--- src/hdm_pkg.sv ---
// Shared types, codes and constants of the Hamming distance matrix unit.
package hdm_pkg;

  // Fixed field widths of the item and result words.
  localparam int unsigned FcW   = 6;
  localparam int unsigned RowW  = 32;
  localparam int unsigned IdxW  = 5;
  localparam int unsigned OutW  = 16;
  // Width of the effective feature count, which can reach 63.
  localparam int unsigned FeatNW = 7;

  // Defaults of the top level parameters.
  localparam int unsigned MaxFeaturesDef = 32;
  localparam int unsigned CountWidthDef  = 16;

  // Reset value of the feature count register.
  localparam logic [FcW-1:0] FcReset = 6'd32;

  // Operation codes of an input word.
  typedef enum logic [1:0] {
    FUNC_ADD   = 2'd0,
    FUNC_READ  = 2'd1,
    FUNC_CLEAR = 2'd2
  } func_e;

  // Command broadcast from the decoder to every lane.
  typedef struct packed {
    logic              add;
    logic              clr;
    logic              rd_load;
    logic [FeatNW-1:0] feat_n;
    logic [IdxW-1:0]   rd_hi;
  } lane_cmd_t;

  // Side information of a read that travels with it to the merge stage.
  typedef struct packed {
    logic [IdxW-1:0] lo;
    logic            bad;
    logic [OutW-1:0] rows;
  } rd_ctrl_t;

endpackage

--- src/hdm_lane.sv ---
// One lane: the saturating pair counters of one feature against all higher features.
module hdm_lane #(
  parameter int unsigned MAX_FEATURES = hdm_pkg::MaxFeaturesDef,
  parameter int unsigned COUNT_WIDTH  = hdm_pkg::CountWidthDef,
  parameter int unsigned LANE         = 0
) (
  input  logic                      clk_i,
  input  logic                      rst_ni,
  input  hdm_pkg::lane_cmd_t        cmd_i,
  input  logic [MAX_FEATURES-1:0]   bits_i,
  output logic [COUNT_WIDTH-1:0]    rd_data_o
);

  localparam int unsigned Depth = MAX_FEATURES - 1 - LANE;

  logic [COUNT_WIDTH-1:0] cnt_q [Depth];
  logic [COUNT_WIDTH-1:0] cnt_d [Depth];
  logic [COUNT_WIDTH-1:0] rd_sel;
  logic [COUNT_WIDTH-1:0] rd_q;

  // Each counter steps when its two feature bits differ and both features are in use.
  always_comb begin
    for (int j = 0; j < Depth; j++) begin
      cnt_d[j] = cnt_q[j];
      if (cmd_i.clr) begin
        cnt_d[j] = '0;
      end else if (cmd_i.add && (hdm_pkg::FeatNW'(LANE + 1 + j) < cmd_i.feat_n) &&
                   (bits_i[LANE+1+j] ^ bits_i[LANE]) && !(&cnt_q[j])) begin
        cnt_d[j] = cnt_q[j] + 1'b1;
      end
    end
  end

  always_ff @(posedge clk_i or negedge rst_ni) begin
    if (!rst_ni) begin
      for (int j = 0; j < Depth; j++) begin
        cnt_q[j] <= '0;
      end
    end else begin
      cnt_q <= cnt_d;
    end
  end

  // Pick the counter of the higher feature; no match reads as zero.
  always_comb begin
    rd_sel = '0;
    for (int j = 0; j < Depth; j++) begin
      if ({2'b00, cmd_i.rd_hi} == hdm_pkg::FeatNW'(LANE + 1 + j)) begin
        rd_sel = cnt_q[j];
      end
    end
  end

  // The read value is captured when the read word is taken.
  always_ff @(posedge clk_i) begin
    if (cmd_i.rd_load) begin
      rd_q <= rd_sel;
    end
  end

  assign rd_data_o = rd_q;

endmodule

--- config.mk ---
export PLATFORM = sky130hd
export DESIGN_NAME = hdm_lane
export DESIGN_NICKNAME = d
export VERILOG_FILES = /design/src/hdm_pkg.sv /design/src/hdm_lane.sv
export SDC_FILE = /design/constraint.sdc
export NUM_CORES = 1
export LEC_CHECK = 0
export BUFFER_PORTS_ARGS = -buffer_cell sky130_fd_sc_hd__buf_2
export CAP_MARGIN = 20
export CORE_AREA = 5 5 241 243
export DETAILED_ROUTE_END_ITERATION = 10
export DIE_AREA = 0 0 246 248
export PLACE_DENSITY = 0.77
export SLEW_MARGIN = 0
export SYNTH_ARGS = -nofsm -noshare
export SYNTH_HDL_FRONTEND = slang
export SYNTH_SLANG_ARGS = --single-unit
--- constraint.sdc ---
create_clock -name clk_i -period 2.3 [get_ports clk_i]
set_input_delay 0.115 -clock clk_i [delete_from_list [all_inputs] [get_ports clk_i]]
set_output_delay 0.115 -clock clk_i [all_outputs]
set_load 0.05 [all_outputs]
# ---- Word level (Yosys, flattened, before mapping)
# Cells that the tools add are included.
dict set report word_totals {
  in_bits 49
  wordCells 435
  output_inout_bits 16
  regBits 512
}
dict set report classes {
  add_sub_neg 31
  n_eq_ne 31
  magnitude_cmp 31
  n_bitwise 31
  reduce_logical 186
  mux 93
}
# operator n
set op_table {}
lappend op_table {{2-to-1 mux 16 bit} 93}
lappend op_table {{adder 16 x 1 -> 16 bit (second input constant)} 31}
lappend op_table {{AND reduction 16 bit} 31}
lappend op_table {{less-than comparator 5 x 7 -> 1 bit (first input constant)} 16}
lappend op_table {{logical AND 1 bit} 93}
lappend op_table {{== test 5 bit (second input constant)} 16}
lappend op_table {{nonzero test 2 bit} 31}
lappend op_table {{less-than comparator 4 x 7 -> 1 bit (first input constant)} 8}
lappend op_table {{== test 5 x 4 -> 1 bit (second input constant)} 8}
lappend op_table {{zero test 1 bit} 31}
lappend op_table {{bitwise XOR 1 bit} 31}
lappend op_table {{less-than comparator 3 x 7 -> 1 bit (first input constant)} 4}
lappend op_table {{== test 5 x 3 -> 1 bit (second input constant)} 4}
lappend op_table {{less-than comparator 2 x 7 -> 1 bit (first input constant)} 2}
lappend op_table {{== test 5 x 2 -> 1 bit (second input constant)} 2}
lappend op_table {{less-than comparator 1 x 7 -> 1 bit (first input constant)} 1}
lappend op_table {{== test 5 x 1 -> 1 bit (second input constant)} 1}

# ---- Logic depth before layout (Yosys ltp)
# Gate-level depths: netlist of run 1.
dict set report depth {
  depth_word 32
  mapped_depth 11
  ltp_nobuf 7
}

# ---- Worst setup path after synthesis of run 1
# No wires, ideal clock.
dict set report synth_path {
  path_type {flip-flop to flip-flop}
  startpoint {register cnt_q[96] in the netlist's numbering}
  endpoint {register cnt_q[99] in the netlist's numbering}
  path_stages_with_launch 8
  t_arrival_ns 2.008
  path_slack_ns 0.214
  required_time_ns 2.222
  path_buffers 1
  period_less_slack_ns 2.086
  cell_sequence {dfrtp_1 ha_1 and2_0 and4_1 a211o_1 clkbuf_1 or3_1 a21oi_1}
}
dict set report synth_via {
  elab_chain_cells 4
}
# element line_no
set synth_lines {}
lappend synth_lines {{start, declared} hdm_lane.sv:16} ;# logic [COUNT_WIDTH-1:0] cnt_q [Depth];
lappend synth_lines {{start signal, assigned} hdm_lane.sv:40} ;# cnt_q <= cnt_d;
lappend synth_lines {{parallel branches: the longest is 4 deep, another holds adder 16 x 1 -> 16 bit} -}
# Several ways; the timed one is not identified. The select of a mux whose other input is x is not followed.
# A chain may end at the register's enable or synchronous reset.

# ---- Final worst setup path of run 1
dict set report layout_path {
  startpoint {input port cmd_i[4] in the netlist's numbering}
  endpoint {register rd_q[2], in the netlist rd_data_o[2] (data pin)}
}
dict set report layout_via {
  elab_chain_cells 32
}
# element line_no
set layout_lines {}
lappend layout_lines {{start, declared} hdm_lane.sv:9} ;# input hdm_pkg::lane_cmd_t cmd_i,
lappend layout_lines {{== test 5 x 1 -> 1 bit} hdm_lane.sv:48} ;# if ({2'b00, cmd_i.rd_hi} == hdm_pkg::FeatNW'(LANE + 1 + j)) begin
lappend layout_lines {{2-to-1 mux 16 bit (30 in series)} hdm_lane.sv:48}
lappend layout_lines {{2-to-1 mux 16 bit (*)} hdm_lane.sv:48}
lappend layout_lines {{named net rd_sel[2]} hdm_lane.sv:18} ;# logic [COUNT_WIDTH-1:0] rd_sel;
lappend layout_lines {{end signal, assigned} hdm_lane.sv:57} ;# rd_q <= rd_sel;
lappend layout_lines {{end, declared} hdm_lane.sv:19} ;# logic [COUNT_WIDTH-1:0] rd_q;
# Mark *: on every way through the listed nets, which the timed path passes. The rest lies on a longest branch.

==> results of run 1 <==
[power by group]
group	internal [mW]	total, mW	leakage (nW)	switching [mW]
clock network	5.56	9.46	0.970	3.90
registers	9.17	9.32	7.07	0.149
logic	0.846	2.48	7.40	1.63
[area by class of cell]
cell class | instances | share of cell area
diodes | 3 | 0.000204
clock buffers | 82 | 0.0471
clock inverters | 23 | 0.00574
inverters | 44 | 0.00449
multi-input cells | 2794 | 0.485
flip-flops and latches | 512 | 0.350
well taps | 756 | 0.0257
repair buffers | 362 | 0.0811
[repair_timing]
action,4_1_cts,5_1_grt
pin swaps,0,4
hold buffers,5,0
setup buffers,0,3
gates cloned,0,0
resized for setup,3,13
endpoints found under the hold margin,529,0
endpoints found under the setup margin,14,37
[registers in the layout, summed over array words and instances (netlist names)]
name,count
cnt_q,496
rd_data_o,16
[kinds of logic (layout without fill, tap and decap cells)]
| kind of cell | count (synthesis) | in the layout | share of synthesized area |
|---|---|---|---|
| simple gates | 1589 | 1589 | 0.250 |
| compound gates | 638 | 638 | 0.141 |
| flops | 512 | 512 | 0.405 |
| xor+xnor | 442 | 442 | 0.122 |
| buf+inv | 258 | 511 | 0.0365 |
| mux | 94 | 94 | 0.0340 |
| fa+ha+maj | 31 | 31 | 0.0122 |
| other cells | 0 | 3 | 0 |
[final timing paths]
check	depth (start not counted)	end	slack, ns
min reg2reg	2	cnt_q[165]	0.56
max in group asynchronous	3	cnt_q[258]	1.56
max	8	rd_data_o[2]	0.03
max reg2reg	7	rd_data_o[6]	0.06
min in group asynchronous	3	cnt_q[429]	0.14
min	6	cnt_q[80]	0.05
[layout by cell type, fill, tap and decap left out, types with 14 or more instances in the layout]
cell type and count:
nor2_1 564, dfrtp_1 496, xor2_1 290, buf_4 265, nand2_1 233, nand3_1 192
xnor2_1 152, o21ai_0 150, a21oi_1 136, nand4_1 126, nor3_1 93, and3_1 90
and4_1 65, mux2i_1 63, clkbuf_16 60, buf_2 59, inv_1 44, and2_1 43
or3_1 39, o22ai_1 35, ha_1 31, buf_12 31, a211oi_1 30, a31oi_1 26
a22oi_1 23, mux2_2 21, nor2b_1 21, o211ai_1 21, nor3b_1 19, nand2b_1 17
nor4_1 17, nand3b_1 16, edfxtp_1 16, clkbuf_8 15, o32ai_1 14
[metal layers]
| layer | track usage | wire (um) | up-vias |
|---|---|---|---|
| met3 | 0.0736 | 11500 | 442 |
| met1 | 0.481 | 42700 | 14388 |
| met5 | 0 | 0 | - |
| met2 | 0.541 | 48000 | 1695 |
| li1 | - | - | 13239 |
| met4 | 0.196 | 7720 | 0 |
[worst max-delay path: cells and delay by family]
kind                   cells  cell delay (ns)
AO/OA/AOI/OAI              5             1.67
buffers and inverters      2             0.37
AND/OR/NAND/NOR            1             0.58
[per-stage QoR]
step	setup TNS, ns	util	cells	worst slack [ns]
final	0	0.660	4576	0.0291
after CTS	0	0.658	4570	0.0121
after detailed placement	-1.73	0.622	4460	-0.351
after global routing	0	0.660	4574	0.00487
after floorplan	0	-	3564	0.214
after global placement	-1.31	0.622	4460	-0.328
==> key figures, run 1 <==
Die
  – Rows: 87
  – Die Height: 248 um
  – Die area: 0.0610 mm2
  – Starting Density: 0.571
  – Die X: 246 um
  – I/O pin count: 65
  – CORE AREA: 0.0557 mm2

Yosys
  – Top post-synthesis cells by count: nor2_1, dfrtp_1, xor2_1, nand2_1, nand3_1
  – Largest cells by area after synthesis: dfrtp_1, xor2_1, nor2_1
  – Sequential area share after synthesis: 0.405
  – Post-synth EDFFs: 16
  – Synthesized area per cell: 8.92 um2
  – Syn_nets: 3644
  – Synthesized cell area: 0.0318 mm2
  – Post-synth top area share: 0.390
  – Flops & latches, synth: 512
  – Most used DFF post-synth: dfrtp_1
  – Unique masters post-synth: 106
  – FFs w/ async S/R, synth: 0.969
  – Post-synth top area cell: dfrtp_1
  – Warnings from Yosys: 0
  – Synthesized instance count: 3564
  – Count leader, synth: nor2_1

Clock tree
  – CTS tree: built
  – Skew-Pair Late Insertion Delay: 0.64 ns
  – Reg clk slew, reported paths: 0.06 ns
  – CTS root buf: clkbuf_16
  – Htree depth: 2
  – Clock Tree Buf Depth: 3
  – Sinks on Clock Net: 512
  – Total CTS buffers: 57

Power and ir drop
  – Leak: 15.4 nW
  – PwrDens: 577 mW/mm2
  – VDD IR-drop max: 0.000607 V
  – Pwr Total: 21.3 mW

Timing
  – Clock Skews: 0.0270 ns
  – Slew Limit Headroom: 0.342
  – RSZ-0062 raised after global routing: false
  – Slew Viols, Final: 0
  – Post-route minimum period: 2.27 ns
  – Setup violators final: 0
  – Final period util: 0.987
  – Fmax achieved: 440 MHz
  – Hold WS: 0.0497 ns
  – Actual slew at the worst max-slew pin: 0.981 ns
  – Endpoints failing hold: 0

GRT
  – Total grt overflow: 0
  – Vias in the first global route: 27985
  – Initial antenna violation count: 4
  – First-pass GRT wire length: 169000 um
  – Pin count of the biggest net entering global routing: 97
  – Total GRT Usage: 0.356

Place
  – PortBufs: 64
  – DP Area: 0.0347 mm2
  – Final RePlAce weighted congestion: 1.07
  – Dpl hpwl: 82800 um

Finish
  – P&R area growth vs syn: 15.7%
  – Sequential Area: 0.0129 mm2
  – Fin area: 0.0368 mm2
  – Layout cell share with drive strength beyond 1: 0.148
  – Final #Nets: 3851
  – Multi-input gate area: 0.0179 mm2
  – Fillers: 4477

Critical path
  – Crit path max fanout: 14
  – Slowest-stage cell, CP: a222oi_1
  – Critical Path RT: 2.78 ns
  – Crit Reg-Reg Startpoint: cnt_q[438]
  – CP Launch Point: cmd_i[4]
  – Worst path cell trace: buf_2 > buf_12 > nor4b_1 > o21ai_0 > a22o_1 > a222oi_1 > o21ai_2 > o211ai_1
  – Crit path DAT: 2.75 ns
  – Max incr delay on CP: 0.83 ns
  – Worst setup EP type: flop
  – Startpoint Class: primary input
  – Worst Setup Path Type: primary input to flop

Routing
  – DR WL/cell: 24.0 um
  – Routed Antenna Nets: 0
  – Via count: 29764
  – DR vias/cell: 6.50
  – Final wirelength: 110000 um
  – DRC Markers: 0
  – DR iter-0 viols: 4046
  – Drt first pass iters: 6

Run status
  – Status: complete, no violations

Hold path
  – HP Class: primary input to flop
  – Min-delay src: bits_i[26]

Run
  – Max-cap check violation count: 0
Note: power is estimated with default switching activity, not from simulation.
==> run 2, diff against run 1 <==
CORE_AREA = 5 5 247 249   (was 5 5 241 243)
CTS_CLUSTER_DIAMETER = 40   (was unset)
DIE_AREA = 0 0 252 254   (was 0 0 246 248)
PLACE_DENSITY = 0.74   (was 0.77)
==> key figures, run 2 (synthesis gave the netlist of run 1 again) <==
Finish
  – Most frequent cells in the layout: nor2_1, dfrtp_1, buf_4 (was nor2_1, dfrtp_1, xor2_1)
  – Biggest register: cnt_q (unchanged)
  – Final #Nets: 3951 (was 3851)
  – Max FFs per register: 496 (unchanged)
  – Layout cell share with drive strength beyond 1: 0.174 (was 0.148)
  – Fillers: 4702 (was 4477)
  – Fin area: 0.0386 mm2 (was 0.0368 mm2)
  – Fin cells: 4717 (was 4576)
  – P&R area growth vs syn: 21.4% (was 15.7%)
  – Commonest non-fill, non-tap cell in the layout: nor2_1 (unchanged)

Timing
  – Clock Skews: 0.0269 ns (was 0.0270 ns)
  – Slew Viols, Final: 0 (unchanged)
  – Endpoints failing hold: 0 (unchanged)
  – Actual slew at the worst max-slew pin: 1.04 ns (was 0.981 ns)
  – RSZ-0062 raised after global routing: false (unchanged)
  – Post-route minimum period: 2.24 ns (was 2.27 ns)
  – Setup violators final: 0 (unchanged)
  – Final period util: 0.975 (was 0.987)
  – Slew Limit Headroom: 0.305 (was 0.342)
  – Fmax achieved: 446 MHz (was 440 MHz)
  – Final setup margin: 0.0583 ns (was 0.0291 ns)

Power and ir drop
  – Pwr Total: 25.9 mW (was 21.3 mW)
  – PwrDens: 671 mW/mm2 (was 577 mW/mm2)
  – Leak: 16.4 nW (was 15.4 nW)
  – VDD IR-drop max: 0.000769 V (was 0.000607 V)

Place
  – Final RePlAce weighted congestion: 1.05 (was 1.07)
  – Dpl hpwl: 86300 um (was 82800 um)
  – PortBufs: 64 (unchanged)
  – Place WS: -0.225 ns (was -0.351 ns)
  – DP Area: 0.0352 mm2 (was 0.0347 mm2)
  – Cell count after placement: 4538 (was 4460)

GRT
  – Initial antenna violation count: 4 (unchanged)
  – Vias in the first global route: 28302 (was 27985)
  – Total grt overflow: 0 (unchanged)
  – Total GRT Usage: 0.352 (was 0.356)
  – Pin count of the biggest net entering global routing: 109 (was 97)
  – First-pass GRT wire length: 175000 um (was 169000 um)

Critical path
  – Crit Reg-Reg Startpoint: cnt_q[422] (was cnt_q[438])
  – Worst Reg2Reg Path Length in Cells: 6 (was 7)
  – Worst setup EP type: flop (unchanged)
  – Critical Path RT: 2.80 ns (was 2.78 ns)
  – R2r setup slk: 0.06 ns (about the same)
  – Startpoint Class: flop (was primary input)
  – Worst reg2reg endpoint: rd_data_o[6] (unchanged)
  – Worst Setup Path Type: flop to flop (was primary input to flop)
  – Crit path max fanout: 3 (was 14)
  – Crit path DAT: 2.74 ns (was 2.75 ns)

Die
  – CORE AREA: 0.0585 mm2 (was 0.0557 mm2)
  – Die X: 252 um (was 246 um)
  – Rows: 89 (was 87)
  – Die Height: 254 um (was 248 um)
  – Starting Density: 0.544 (was 0.571)
  – I/O pin count: 65 (unchanged)
  – Die area: 0.0640 mm2 (was 0.0610 mm2)

Routing
  – Drt first pass iters: 6 (unchanged)
  – DR vias/cell: 6.37 (was 6.50)
  – Via count: 30036 (was 29764)
  – Final wirelength: 115000 um (was 110000 um)
  – DR WL/cell: 24.4 um (was 24.0 um)
  – DR iter-0 viols: 3857 (was 4046)
  – DRC Markers: 0 (unchanged)
  – Routed Antenna Nets: 0 (unchanged)

Clock tree
  – Htree depth: 3 (was 2)
  – Total CTS buffers: 91 (was 57)
  – Skew-Pair Late Insertion Delay: 0.64 ns (about the same)
  – Reg clk slew, reported paths: 0.05 ns (was 0.06 ns)
  – Sinks on Clock Net: 512 (unchanged)
  – Clock Tree Buf Depth: 3 (unchanged)
  – CTS tree: built (unchanged)
  – CTS root buf: clkbuf_16 (unchanged)

Run
  – Max-cap check violation count: 0 (unchanged)

Hold path
  – Hold EP: cnt_q[80] (unchanged)
  – Worst Hold Depth: 6 (unchanged)
  – Min-delay src: bits_i[26] (unchanged)
  – HP Class: primary input to flop (unchanged)

Run status
  – Status: complete, no violations (unchanged)
run 2: cell types whose count changed in the layout (fill, tap and decap cells not counted), moves of 5 or more:
cell and delta:
inv_6 +6, buf_4 +60, bufinv_16 +7, clkinvlp_4 +13, clkinv_2 -5, buf_12 +5, clkinv_4 +5, clkbuf_16 +35
run 2: critical path: stages (launching register included):
cell,delay [ns]
dfrtp_1,0.46
o22ai_1,0.15
a32o_1,0.28
a2111oi_0,0.66
buf_4,0.26
o21a_1,0.15
o22a_1,0.15
run 2: report_power, final:
part / switching [mW] / internal, mW
Clock: 4.91 / 9.08
Combinational: 1.64 / 0.895
Sequential: 0.167 / 9.19
run 2: worst max path at each step:
| stage | from | endpoint | slack, ns |
|---|---|---|---|
| detailed placement | cmd_i[3] | rd_data_o[6] | -0.23 |
| finish | cnt_q[422] | rd_data_o[6] | 0.06 |
| CTS | cnt_q[362] | cnt_q[358] | 0.07 |
| global placement | cmd_i[4] | rd_data_o[10] | -0.19 |
| global route | cnt_q[422] | rd_data_o[6] | 0.006 |
| floorplan | cnt_q[96] | cnt_q[99] | 0.21 |
run 2: cell type report:
class / instances / area (um2) / area share
Tap cell: 773 / 967 / 0.0251
Antenna cell: 1 / 2.50 / 0.0000648
Clock inverter: 52 / 643 / 0.0167
Timing Repair Buffer: 428 / 3540 / 0.0918
Sequential cell: 512 / 12900 / 0.334
Multi-Input combinational cell: 2794 / 17800 / 0.462
Inverter: 44 / 165 / 0.00428
Clock buffer: 113 / 2560 / 0.0665
run 2: metal layers:
layer / GRT usage / vias to the layer above / part of all wire / wire length [um]
li1: - / 13464 / - / -
met1: 0.480 / 14606 / 0.40 / 46400
met2: 0.543 / 1610 / 0.44 / 50900
met3: 0.0723 / 354 / 0.094 / 10800
met4: 0.168 / 2 / 0.059 / 6750
met5: 0 / - / 0.00011 / 13
run 2: timing repair:
item | 4_1_cts | 5_1_grt
hold buffers | 4 | 0
cloned | 0 | 0
setup endpoints to repair | 24 | 20
setup buffers | 0 | 9
pin swaps | 0 | 3
gates resized for setup | 2 | 5
hold endpoints to repair | 165 | 0
run 2: through the flow:
stage | util | hold WS, ns | setup TNS, ns
6_report | 0.660 | 0.0543 | 0
5_1_grt | 0.660 | 0.0852 | 0
4_1_cts | 0.658 | 0.0251 | 0
3_5_place_dp | 0.603 | 0.178 | -2.01
3_3_place_gp | 0.602 | 0.176 | -1.05
2_1_floorplan | - | -0.181 | 0
