--- src/hdm_pkg.sv ---
// Shared types, codes and constants of the Hamming distance matrix unit.
package hdm_pkg;

  // Fixed field widths of the item and result words.
  localparam int unsigned FcW   = 6;
  localparam int unsigned RowW  = 32;
  localparam int unsigned IdxW  = 5;
  localparam int unsigned OutW  = 16;
  // Width of the effective feature count, which can reach 63.
  localparam int unsigned FeatNW = 7;

  // Defaults of the top level parameters.
  localparam int unsigned MaxFeaturesDef = 32;
  localparam int unsigned CountWidthDef  = 16;

  // Reset value of the feature count register.
  localparam logic [FcW-1:0] FcReset = 6'd32;

  // Operation codes of an input word.
  typedef enum logic [1:0] {
    FUNC_ADD   = 2'd0,
    FUNC_READ  = 2'd1,
    FUNC_CLEAR = 2'd2
  } func_e;

  // Command broadcast from the decoder to every lane.
  typedef struct packed {
    logic              add;
    logic              clr;
    logic              rd_load;
    logic [FeatNW-1:0] feat_n;
    logic [IdxW-1:0]   rd_hi;
  } lane_cmd_t;

  // Side information of a read that travels with it to the merge stage.
  typedef struct packed {
    logic [IdxW-1:0] lo;
    logic            bad;
    logic [OutW-1:0] rows;
  } rd_ctrl_t;

endpackage

--- src/hdm_if.sv ---


interface hdm_out_if;
  logic                        valid;
  logic                        ready;
  logic [hdm_pkg::OutW-1:0]    distance;
  logic [hdm_pkg::OutW-1:0]    rows_seen;
  logic                        bad_index;

  modport source (output valid, distance, rows_seen, bad_index, input ready);
  modport sink   (input valid, distance, rows_seen, bad_index, output ready);
endinterface

--- src/hdm_merge.sv ---
// Merge stage: picks the lane of the lower feature and drives the result register.
module hdm_merge #(
  parameter int unsigned MAX_FEATURES = hdm_pkg::MaxFeaturesDef,
  parameter int unsigned COUNT_WIDTH  = hdm_pkg::CountWidthDef
) (
  input  logic                                      clk_i,
  input  logic                                      rst_ni,
  input  logic [MAX_FEATURES-2:0][COUNT_WIDTH-1:0]  lane_data_i,
  input  logic                                      rd_accept_i,
  input  hdm_pkg::rd_ctrl_t                         ctrl_i,
  output logic                                      s1_free_o,
  hdm_out_if.source                                 out_o
);

  logic                      s1_valid_q, s1_valid_d;
  hdm_pkg::rd_ctrl_t         ctrl_q;
  logic                      out_valid_q, out_valid_d;
  logic                      out_adv;
  logic [COUNT_WIDTH-1:0]    sel;
  logic [COUNT_WIDTH+15:0]   sel_ext;
  logic [hdm_pkg::OutW-1:0]  dist_q, rows_q;
  logic                      bad_q;

  // The result register frees when empty or taken; the lane stage drains into it.
  assign out_adv    = !out_valid_q || out_o.ready;
  assign s1_free_o  = !s1_valid_q || out_adv;
  assign s1_valid_d = s1_free_o ? rd_accept_i : s1_valid_q;
  assign out_valid_d = out_adv ? s1_valid_q : out_valid_q;

  always_ff @(posedge clk_i or negedge rst_ni) begin
    if (!rst_ni) begin
      s1_valid_q  <= 1'b0;
      out_valid_q <= 1'b0;
    end else begin
      s1_valid_q  <= s1_valid_d;
      out_valid_q <= out_valid_d;
    end
  end

  always_ff @(posedge clk_i) begin
    if (rd_accept_i && s1_free_o) begin
      ctrl_q <= ctrl_i;
    end
  end

  // Select the lane of the lower index; a repeated index matches no counter.
  always_comb begin
    sel = '0;
    for (int l = 0; l < MAX_FEATURES - 1; l++) begin
      if ({2'b00, ctrl_q.lo} == hdm_pkg::FeatNW'(l)) begin
        sel = lane_data_i[l];
      end
    end
  end

  assign sel_ext = {16'b0, sel};

  // Result register.
  always_ff @(posedge clk_i) begin
    if (out_adv && s1_valid_q) begin
      dist_q <= ctrl_q.bad ? '0 : sel_ext[hdm_pkg::OutW-1:0];
      rows_q <= ctrl_q.rows;
      bad_q  <= ctrl_q.bad;
    end
  end

  assign out_o.valid     = out_valid_q;
  assign out_o.distance  = dist_q;
  assign out_o.rows_seen = rows_q;
  assign out_o.bad_index = bad_q;

endmodule

--- src/flat_wrapper.sv ---
// flat-port wrapper written by rule: the top's interface ports become plain ports
module hdm_merge_flat 
#(
  parameter int unsigned MAX_FEATURES = hdm_pkg::MaxFeaturesDef,
  parameter int unsigned COUNT_WIDTH  = hdm_pkg::CountWidthDef
)
  (clk_i, rst_ni, lane_data_i, rd_accept_i, ctrl_i, s1_free_o, out_o_valid, out_o_distance, out_o_rows_seen, out_o_bad_index, out_o_ready);
  hdm_out_if out_o_i ();
  input  logic clk_i;
  input  logic rst_ni;
  input  logic [MAX_FEATURES-2:0][COUNT_WIDTH-1:0] lane_data_i;
  input  logic rd_accept_i;
  input  hdm_pkg::rd_ctrl_t ctrl_i;
  output logic s1_free_o;
  output wire logic [$bits(out_o_i.valid)-1:0] out_o_valid;
  output wire logic [$bits(out_o_i.distance)-1:0] out_o_distance;
  output wire logic [$bits(out_o_i.rows_seen)-1:0] out_o_rows_seen;
  output wire logic [$bits(out_o_i.bad_index)-1:0] out_o_bad_index;
  input wire logic [$bits(out_o_i.ready)-1:0] out_o_ready;
  assign out_o_valid = out_o_i.valid;
  assign out_o_distance = out_o_i.distance;
  assign out_o_rows_seen = out_o_i.rows_seen;
  assign out_o_bad_index = out_o_i.bad_index;
  assign out_o_i.ready = out_o_ready;
  hdm_merge #(.MAX_FEATURES(MAX_FEATURES), .COUNT_WIDTH(COUNT_WIDTH)) u_core (.clk_i(clk_i), .rst_ni(rst_ni), .lane_data_i(lane_data_i), .rd_accept_i(rd_accept_i), .ctrl_i(ctrl_i), .s1_free_o(s1_free_o), .out_o(out_o_i));
endmodule
--- config.mk ---
export PLATFORM = sky130hd
export DESIGN_NAME = hdm_merge_flat
export DESIGN_NICKNAME = d
export VERILOG_FILES = /design/src/hdm_pkg.sv /design/src/hdm_if.sv /design/src/hdm_merge.sv /design/src/flat_wrapper.sv
export SDC_FILE = /design/constraint.sdc
export NUM_CORES = 1
export LEC_CHECK = 0
export ABC_AREA = 1
export BUFFER_PORTS_ARGS = -buffer_cell sky130_fd_sc_hd__buf_2
export CAP_MARGIN = 40
export CORE_AREA = 2 2 218 220
export CTS_CLUSTER_SIZE = 8
export DETAILED_ROUTE_END_ITERATION = 8
export DIE_AREA = 0 0 220 222
export HOLD_SLACK_MARGIN = 0.12
export PLACE_DENSITY = 0.36
export SLEW_MARGIN = 20
export SYNTH_ARGS = -nofsm -noshare
export SYNTH_HDL_FRONTEND = slang
export SYNTH_SLANG_ARGS = --single-unit
--- constraint.sdc ---
create_clock -name clk_i -period 7.7 [get_ports clk_i]
set_input_delay 0.385 -clock clk_i [delete_from_list [all_inputs] [get_ports clk_i]]
set_output_delay 0.385 -clock clk_i [all_outputs]
set_load 0.03 [all_outputs]
# Word level (Yosys, flattened, before mapping)
# Index checks and enable logic that the tools add are counted.
dict set report word_totals {
  register_bits 57
  inputBits 522
}
dict set report classes {
  reduce_logical 7
  n_mux 31
  eq_ne 30
}
# cell count
set op_table {}
lappend op_table {{$mux 16} 31}
lappend op_table {{$eq 5x5->1 const B} 15}
lappend op_table {{$eq 5x4->1 const B} 8}
lappend op_table {{$eq 5x3->1 const B} 4}
lappend op_table {{$eq 5x2->1 const B} 2}
lappend op_table {{$eq 5x1->1 const B} 1}
lappend op_table {{$logic_not 5->1} 1}
lappend op_table {{$logic_and 1x1->1} 2}
lappend op_table {{$logic_not 1->1} 2}
lappend op_table {{$logic_or 1x1->1} 2}

# Depth between registers and ports, before layout
# Gate-level depths: netlist (run 1).
dict set report depth {
  word_depth 32
  depth_mapped 23
  depth_no_buf 23
}

# Least setup slack after synthesis (run 1)
# OpenSTA, ideal clock, no wires.
dict set report synth_path {
  path_type {register -> register}
  from {reg u_core.out_valid_q (netlist: u_core.out_o.valid)}
  to {reg u_core.bad_q (netlist: u_core.out_o.bad_index) (enable)}
  synth_period_minus_slack_ns 2.641
  setup_ns 0.434
  t_arrival_ns 2.207
  stages_incl_launch_ff 2
  path_slack_ns 5.059
  path_buffers 0
  t_required_ns 7.266
  cell_sequence {dfrtp_1 -> a21oi_1}
}
dict set report synth_via {
  elab_chain_cells 3
}
# item line_no
set synth_rtl {}
lappend synth_rtl {{start: declaration} hdm_merge.sv:17} ;# logic out_valid_q, out_valid_d;
lappend synth_rtl {{start signal: assignment} hdm_merge.sv:36} ;# out_valid_q <= out_valid_d;
lappend synth_rtl {{$logic_not 1->1} hdm_merge.sv:25} ;# assign out_adv = !out_valid_q || out_o.ready;
lappend synth_rtl {{$logic_or 1x1->1} hdm_merge.sv:25}
lappend synth_rtl {{$logic_and 1x1->1} hdm_merge.sv:60} ;# if (out_adv && s1_valid_q) begin
lappend synth_rtl {{end signal: assignment} hdm_merge.sv:63} ;# bad_q <= ctrl_q.bad;
lappend synth_rtl {{end: declaration} hdm_merge.sv:22} ;# logic bad_q;
# No other way between the ends.
# A chain may end at the register's enable or synchronous reset.

# Final worst setup path (run 1)
dict set report layout_path {
  from {reg u_core.ctrl_q[21] in the netlist's numbering}
  to {reg u_core.dist_q, in the netlist u_core.out_o.distance[5], data pin}
}
dict set report layout_via {
  elab_chain_cells 32
  word_cells_on_any_way 62
  cone_classes {30 x eq/ne; 31 x mux; 1 x reduce/logical}
}
# item line_no
set layout_rtl {}
lappend layout_rtl {{start: declaration} hdm_merge.sv:16} ;# hdm_pkg::rd_ctrl_t ctrl_q;
lappend layout_rtl {{start signal: assignment} hdm_merge.sv:42} ;# ctrl_q <= ctrl_i;
lappend layout_rtl {{$logic_not 5->1} hdm_merge.sv:50} ;# if ({2'b00, ctrl_q.lo} == hdm_pkg::FeatNW'(l)) begin
lappend layout_rtl {{$mux 16 (30 in a row)} hdm_merge.sv:50}
lappend layout_rtl {{$mux 16 *} hdm_merge.sv:50}
lappend layout_rtl {{end signal: assignment} hdm_merge.sv:61} ;# dist_q <= ctrl_q.bad ? '0 : sel_ext[hdm_pkg::OutW-1:0];
lappend layout_rtl {{end: declaration} hdm_merge.sv:21} ;# logic [hdm_pkg::OutW-1:0] dist_q, rows_q;
# Every way passes the cells marked *; elsewhere a longest branch is shown, timed or not.

==> flow_summary.toml, run 1 <==
[placement]
placed_area_um2 = 9810
port_buffers = 556
globalplace.congestion = 0.959
dp_hpwl_um = 42800
place_ws_ps = 2960

[hold_path]
hp-class = "input port to register"

[clock_tree]
post-cts-setup-buffer-count = 0
cts_buffers = 9
cts_resized = 0
htreeDepth = 3
clk_latency_ps = 330
cts_tree = "yes"
clock_path_buffers = 2
cts.reportedPaths.clkPinSlew_ps = 50
cts_sinks = 57
cts-root-buf = "clkbuf_16"

[die]
die-width_um = 220
pin_count = 557
core_um2 = 46300
row_count = 79
start_util_pct = 13.6
die_h_um = 222
dieArea_um2 = 48800

[cells_and_area]
drive_above_1_share_pct = 38.4
layout.nets = 2201
n_fill_cell = 5517
design_area_um2 = 10200
area_delta_synth_final_pct = 62.2

[worst_setup_path]
cp_top_family = "simple AND/OR/NAND/NOR gates"
crit_chain = "inv_2, nand3_1, nor2_1, nor2_1, nand4_1, nand2_1, nand4_1, nor2_1, nand4_1, nor2_1, nand3_1, nor2_1, nand4_1, nor2_1, nand4_1, nor2_1, nand4_1, nor2_1, nor2_1"
slowest_stage = "edfxtp_1"
worst_ep_required_time_ps = 7770
crit_path_frequent_cell = "nor2_1"
critical_path.endpoint_type = "register"
crit_buf_inv = 1
cpPeakStageDelay_ps = 780
startpoint_type = "register"
worst_ep_arrival_time_ps = 4820
crit_type = "register to register"
crit_path_max_fanout = 26

[global_route]
grt_pass1_vias = 10200
grt_pass1_wl_um = 67700
grt_use_total_pct = 19.2
overflow = 0
grt_max_degree = 34
antenna_found_initial = 16

[route]
avgRoutedWirePerCell_um = 21.1
antenna_left = 0
viasPerCell = 4.08
via_count = 9391
routed_wl_um = 48500
drt_iter0_markers = 476
firstDrtPassIters = 4
drc_errors = 0

[synth]
synth.most_common_cell = "nand2_1"
ys_ff_latch = 57
synth-seq-area-share_pct = 27.1
synthesis.area_um2 = 6280
yosys.area.top_type = "nand2_1"
async_reset_ff_share_pct = 3.51
synth-edff-count = 55
netlist_instances = 1126
synth_cell_types = 24
synth_top_area_share_pct = 26.8
synth_common_cells = "448 x nand2_1, 178 x nor2_1, 168 x inv_1"
syn_area_per_cell_um2 = 5.58
synthFlopType = "edfxtp_1"
syn_nets = 1648
synth.area.top_cells = "nand2_1 27%, edfxtp_1 26%, nor2_1 11%"
yosys_warnings = 0

[timing]
setup_tns_ps = 0
min_period_ps = 4750
rsz0062_at_grt = "false"
final-hold-violation-count = 0
fmax_mhz = 211
setup_viol = 0
worst_slew_pin_slew_ps = 746
post-route-period-util_pct = 61.7
finalClockSkew_ps = 8.59
relSlewSlack_pct = 50.1
slew_violations = 0
setup_slack_ps = 2950

[status]
status = "finished, final reports clean"

[power_and_ir_drop]
p_leak_uw = 0.00541
p_total_uw = 1320
ir_drop_uv = 122
cellPowerDensity_nw_per_um2 = 129

[flow_run]
drv_cap = 0
[worst reg2reg max path: stages (launching register included)]
cell and delay [ps]:
edfxtp_1 780, inv_2 370, nand3_1 540, nor2_1 110
nor2_1 120, nand4_1 230, nand2_1 130, nand4_1 140
nor2_1 250, nand4_1 140, nor2_1 130, nand3_1 80
nor2_1 90, nand4_1 210, nor2_1 410, nand4_1 330
nor2_1 170, nand4_1 90, nor2_1 120, nor2_1 50
[per-stage QoR]
| stage | cells | utilization [%] | hold slack [ps] |
|---|---|---|---|
| after floorplan | 1126 | - | 89.4 |
| after global placement | 2271 | 21.1 | 172 |
| after detailed placement | 2273 | 21.2 | 171 |
| after CTS | 2290 | 21.9 | 214 |
| after global routing | 2296 | 22.0 | 209 |
| final | 2301 | 22.0 | 229 |
[layout make-up]
cell class              count  area (um^2)  share of cell area (%)
repair buffers            580         2980                    29.3
clock inverters             2         60.1                   0.589
diodes                     10         25.0                   0.246
well taps                 607          759                    7.45
inverters                 177          664                    6.52
multi-input cells         854         3720                    36.5
clock buffers              14          274                    2.69
flip-flops and latches     57         1700                    16.7
[layout by cell type, fill, tap and decap left out, drive strengths merged]
cell	n
buf	579
nand2	450
nor2	192
inv	177
nand4	102
edfxtp	55
nand3	31
or2	30
a21oi	27
o21ai	18
clkbuf	14
diode	10
nor3	4
bufinv	2
dfrtp	2
dlygate4sd3	1
[final timing paths]
kind	start	end	slack (ps)	cells past startpoint
max in group asynchronous	rst_ni	u_core.out_o.valid	7240	2
min reg2reg	u_core.ctrl_q[7]	u_core.out_o.rows_seen[7]	410	0
max reg2reg	u_core.ctrl_q[21]	u_core.out_o.distance[5]	2950	19
min in group asynchronous	rst_ni	u_core.s1_valid_q	360	2
max	u_core.ctrl_q[21]	u_core.out_o.distance[5]	2950	19
min	ctrl_i[13]	u_core.ctrl_q[13]	230	1
[kinds of logic after synthesis]
group                  Yosys count  share of synthesized area [%]
and+or+nand+nor                809                           55.5
buffers and inverters          215                           13.9
AOI/OAI and AO/OA               45                           3.58
DFF                             57                           27.1
[routing by layer]
| metal | vias up | wire, um | GRT usage, % |
|---|---|---|---|
| met5 | - | 95 | 0 |
| met4 | 16 | 1470 | 5.74 |
| met3 | 63 | 3710 | 4.57 |
| met2 | 430 | 24300 | 35.0 |
| met1 | 4247 | 18900 | 21.7 |
| li1 | 4635 | - | - |
[registers in the layout, summed over array words and instances (netlist names)]
signal                  flops
u_core.ctrl_q              22
u_core.s1_valid_q           1
u_core.out_o.valid          1
u_core.out_o.bad_index      1
u_core.out_o.distance      16
u_core.out_o.rows_seen     16
[power by group]
group | switching, uW | internal [uW]
Combinational | 298 | 176
Clock | 137 | 310
Sequential | 13.2 | 381
Total | 449 | 867
[repair_timing]
action                                  4_1_cts  5_1_grt
hold buffers                                  1        0
endpoints found under the hold margin         2        0
endpoints found under the setup margin        0        0
Power figures use the tool's default switching activity.
==> inputs of run 2 (changes only) <==
- ABC_AREA: 1 -> 0
- CORE_AREA: 2 2 218 220 -> 2 2 216 218
- DIE_AREA: 0 0 220 222 -> 0 0 218 220
- PLACE_DENSITY: 0.36 -> 0.39
- clock period: 7.7 -> 4.3 ns (I/O delays scaled with it)
==> run 2 against run 1 <==
  * Cell count fell by 11%
  * Setup slack worse by 2100 ps
  * Sequential power grew 75%
  * Worst hold slack got worse by 79 ps
  * Cell area rose by 5.2%
  * First-iteration DRC count grew 50%
  * Critical path type unchanged
  * Highest routed layer unchanged
==> flow_summary.toml, run 2 <==
[global_route]
grt_pass1_wl_um = 79100
antenna_found_initial = 55
grt_pass1_vias = 10400
grt_max_degree = 49
overflow = 0
grt_use_total_pct = 23.7

[placement]
port_buffers = 556
place_ws_ps = 791
dp_hpwl_um = 50700
globalplace.congestion = 0.883
placed_area_um2 = 10100

[status]
status = "finished, final reports clean"

[clock_tree]
cts-root-buf = "clkbuf_16"
cts_sinks = 57
htreeDepth = 3
clk_latency_ps = 350
cts.reportedPaths.clkPinSlew_ps = 70
clock_path_buffers = 2
post-cts-setup-buffer-count = 0
cts_tree = "yes"
cts_buffers = 9

[die]
row_count = 79
start_util_pct = 14.7
pin_count = 557
dieArea_um2 = 48000
core_um2 = 45900
die_h_um = 220
die-width_um = 218

[synth]
synth_cell_types = 81
yosys.area.top_type = "edfxtp_1"
synthFlopType = "edfxtp_1"
synth.area.top_cells = "edfxtp_1 25%, a21oi_1 6.8%, o22ai_1 5.4%"
synth_top_area_share_pct = 24.6
syn_area_per_cell_um2 = 7.93
async_reset_ff_share_pct = 3.51
synth-edff-count = 55
syn_nets = 1370
synth.most_common_cell = "a21oi_1"
yosys_warnings = 0
synthesis.area_um2 = 6730
ys_ff_latch = 57
synth_common_cells = "91 x a21oi_1, 74 x nand2_1, 65 x nor2_1"
synth-seq-area-share_pct = 25.3
netlist_instances = 848

[hold_path]
hold_depth = 3
whs_endpoint = "u_core.out_o.distance[3]"
hp-class = "input port to register"
min_from = "lane_data_i[483]"

[timing]
fmax_mhz = 286
setup_tns_ps = 0
slew_violations = 0
relSlewSlack_pct = 45.2
post-route-period-util_pct = 81.3
finalClockSkew_ps = 12.4
min_period_ps = 3500
setup_viol = 0
worst_slew_pin_slew_ps = 820
final-hold-violation-count = 0
rsz0062_at_grt = "false"
setup_slack_ps = 805

[cells_and_area]
top_register = "u_core.ctrl_q"
drive_above_1_share_pct = 47.1
design_area_um2 = 10700
regArea_um2 = 1700
layout.nets = 1924
post-route-util_pct = 23.4
final_cell_mix = "557 x buf_2, 91 x a21oi_1, 74 x nand2_1"
final_common_cell = "buf_2"
n_fill_cell = 5329
area_delta_synth_final_pct = 59.4
multi_input_area_um2 = 4570
largest_reg_flops = 22

[worst_setup_path]
worst_ep_arrival_time_ps = 3680
reg2reg_to = "u_core.out_o.distance[0]"
slowest_stage = "or4_1"
crit_path_frequent_cell = "buf_4"
crit_chain = "buf_4, nor2b_1, buf_4, nand2_1, o22ai_1, or4_1, a21oi_1, o21ai_0, a211oi_1"
critical_path.endpoint_type = "register"
startpoint_type = "register"
cpPeakStageDelay_ps = 600
ff2ff_path_depth = 9
worst_ep_required_time_ps = 4480
r2r_slack_ps = 800
crit_type = "register to register"
crit_path_max_fanout = 17
r2r-start = "u_core.ctrl_q[19]"

[route]
avgRoutedWirePerCell_um = 29.1
firstDrtPassIters = 5
viasPerCell = 4.90
drt_iter0_markers = 712
via_count = 9999
antenna_left = 0
drc_errors = 0
routed_wl_um = 59400

[power_and_ir_drop]
p_leak_uw = 0.00464
cellPowerDensity_nw_per_um2 = 222
ir_drop_uv = 168

[flow_run]
drv_cap = 0
[run 2: cells by family after synthesis]
kind of cell	after synthesis	synth area share, %
mux	51	8.02
simple gates	275	21.6
compound gates	386	38.2
flops	57	25.3
buf+inv	79	6.85
[run 2: stage by stage]
step	hold WS, ps	total power [uW]	instances
6_report	150	2380	2040
5_1_grt	150	2490	2030
4_1_cts	128	2420	2014
3_5_place_dp	3.58	1650	1975
3_3_place_gp	2.27	1640	1971
2_1_floorplan	-80.6	1120	848
[run 2: routing by layer]
metal	vias to the layer above	GRT usage [%]	wire, um
li1	4542	-	-
met1	4795	27.2	23000
met2	511	41.9	29300
met3	99	8.54	5650
met4	52	5.12	1190
met5	-	0	317
[run 2: how the worst max path moves through the flow]
stage,from,to,slack [ps],depth (start not counted)
global route,u_core.ctrl_q[19],u_core.out_o.distance[0],700,8
global placement,u_core.ctrl_q[19],u_core.out_o.distance[15],760,7
finish,u_core.ctrl_q[19],u_core.out_o.distance[0],800,9
detailed placement,u_core.ctrl_q[19],u_core.out_o.distance[15],790,7
CTS,u_core.ctrl_q[19],u_core.out_o.distance[15],760,7
floorplan,u_core.ctrl_q[18],u_core.out_o.distance[11],2170,10
[run 2: worst max-delay path: cells and delay by family (launching register included)]
family	cells	cell delay [ps]
AO/OA/AOI/OAI	4	1060
buffers and inverters	2	460
flip-flops	1	560
AND/OR/NAND/NOR	3	1230
[run 2: timing repair]
| action | CTS | global route |
|---|---|---|
| hold buffers | 23 | 0 |
| endpoints found under the hold margin | 24 | 0 |
| gates resized for setup | 0 | 0 |
[run 2: power breakdown]
part	switching, uW	total (uW)	internal [uW]
Clock	333	735	402
Sequential	21.6	688	666
Combinational	569	962	393
[run 2: final cells by class]
class	instances	share of cell area [%]
Antenna cell	26	0.607
Clock buffer	9	2.10
Clock inverter	7	0.572
Inverter	8	0.280
Multi-Input combinational cell	712	42.6
Sequential cell	57	15.9
Tap cell	607	7.09
Timing Repair Buffer	614	30.9
==> inputs of run 3 (changes only) <==
- CORE_AREA: 2 2 216 218 -> 2 2 218 220
- DIE_AREA: 0 0 218 220 -> 0 0 220 222
- PLACE_DENSITY: 0.39 -> 0.37
- clock period: 4.3 -> 3.45 ns (I/O delays scaled with it)
==> run 3 against run 2 <==
  * Combinational power rose by 29%
  * Global-route usage fell by 0.26 points
  * Wire length rose by 0.90%
  * Worst hold slack got worse by 20 ps
  * Setup slack got worse by 510 ps
  * Clock skew fell by 1.5 ps
  * Via count rose by 0.40%
  * Maximum frequency rose by 11%
  * Critical path depth did not move
  * First-iteration DRC count rose by 13%
  * Cell count rose by 1.7%
  * Sequential share of layout area fell by 0.45 points
  * Largest power group unchanged
==> flow_summary.toml, run 3 (same netlist as run 2, synthesis figures left out) <==
[clock_tree]
clock_path_buffers = 2
cts.reportedPaths.clkPinSlew_ps = 70
cts_sinks = 57
cts_tree = "yes"
clk_latency_ps = 350
cts_buffers = 9
post-cts-setup-buffer-count = 0
cts-root-buf = "clkbuf_16"
htreeDepth = 3

[worst_setup_path]
crit_path_frequent_cell = "buf_4"
slowest_stage = "edfxtp_1"
startpoint_type = "register"
critical_path.endpoint_type = "register"
cpPeakStageDelay_ps = 660
crit_buf_inv = 2
worst_ep_arrival_time_ps = 3330
crit_chain = "buf_4, and3b_1, nand2_1, buf_4, o22ai_1, or4_1, a21oi_1, o21ai_1, a211oi_1"
crit_type = "register to register"
crit_path_max_fanout = 11
cp_top_family = "simple AND/OR/NAND/NOR gates"
worst_ep_required_time_ps = 3620

[cells_and_area]
largest_reg_flops = 22
multi_input_area_um2 = 4570
drive_above_1_share_pct = 47.5
design_area_um2 = 11000
regArea_um2 = 1700
top_register = "u_core.ctrl_q"
post-route-util_pct = 23.8
n_fill_cell = 5288
layout.nets = 1954
final_common_cell = "buf_2"
final_cell_mix = "556 x buf_2, 91 x a21oi_1, 74 x nand2_1"
area_delta_synth_final_pct = 64.0

[timing]
setup_tns_ps = 0
setup_slack_ps = 294
relSlewSlack_pct = 40.0
worst_slew_pin_slew_ps = 897
setup_viol = 0
finalClockSkew_ps = 11.0
slew_violations = 0
final-hold-violation-count = 0
rsz0062_at_grt = "false"
min_period_ps = 3160
fmax_mhz = 317
post-route-period-util_pct = 91.5

[placement]
dp_hpwl_um = 51100
port_buffers = 556
globalplace.congestion = 0.902
place_ws_ps = 268
placed_area_um2 = 10300

[die]
die_h_um = 222
start_util_pct = 14.5
core_um2 = 46300
row_count = 79
die-width_um = 220
pin_count = 557
dieArea_um2 = 48800

[route]
antenna_left = 0
routed_wl_um = 59900
avgRoutedWirePerCell_um = 28.9
drc_errors = 0
via_count = 10000
drt_iter0_markers = 801
firstDrtPassIters = 5
viasPerCell = 4.84

[global_route]
antenna_found_initial = 65
grt_use_total_pct = 23.4
grt_pass1_wl_um = 79200
overflow = 0
grt_pass1_vias = 10500
grt_max_degree = 49

[power_and_ir_drop]
p_total_uw = 3040
ir_drop_uv = 213
cellPowerDensity_nw_per_um2 = 276
p_leak_uw = 0.00480

[hold_path]
hp-class = "input port to register"

[status]
status = "finished, final reports clean"

[flow_run]
drv_cap = 0
run 3: cell count changes in the layout (fill, tap and decap cells not counted):
cell,previous run,this run
buf_4,31,50
dlygate4sd3_1,23,31
buf_12,1,6
diode_2,26,30
inv_6,3,1
buf_16,1,0
buf_2,557,556
bufinv_16,0,1
clkbuf_1,0,1
clkinv_2,0,1
inv_8,1,0
run 3: tightest hold or removal path: stages:
cell and delay (ps):
buf_2 80, nand2_1 40, o21ai_1 70
run 3: what timing repair did:
item / 4_1_cts / 5_1_grt
hold buffers: 31 / 0
endpoints found under the hold margin: 30 / 0
resized for setup: 0 / 0
run 3: worst paths after layout:
kind | start | slack [ps] | depth (start not counted) | to
setup / recovery | u_core.ctrl_q[21] | 290 | 9 | u_core.out_o.distance[6]
hold / removal | lane_data_i[485] | 130 | 3 | u_core.out_o.distance[5]
setup reg to reg | u_core.ctrl_q[21] | 290 | 9 | u_core.out_o.distance[6]
hold reg to reg | u_core.ctrl_q[5] | 410 | 0 | u_core.out_o.rows_seen[5]
max in group asynchronous | rst_ni | 2140 | 4 | u_core.out_o.valid
min in group asynchronous | rst_ni | 680 | 3 | u_core.s1_valid_q
run 3: area by class of cell:
type                    count  area share [%]
clock buffers              10            2.08
multi-input cells         712            41.4
flip-flops and latches     57            15.4
diodes                     30           0.681
repair buffers            644            32.6
well taps                 607            6.89
inverters                   8           0.272
clock inverters             6           0.613
run 3: power by group:
part / internal [uW] / total, uW / switching, uW
combinational: 516 / 1240 / 719
clock: 562 / 951 / 388
sequential: 831 / 855 / 24.6
total: 1910 / 3040 / 1130
run 3: metrics by stage:
stage                     hold slack, ps  std cells
after global routing                 145       2063
after floorplan                     -123        848
after CTS                            126       2044
final                                131       2074
after detailed placement           -37.6       1997
after global placement             -37.9       1995
run 3: per-layer routing:
layer / part of all wire [%] / GRT usage, %
met5: 0.67 / 0
met4: 2.2 / 5.30
met3: 9.4 / 9.29
met2: 50 / 42.1
met1: 38 / 25.6
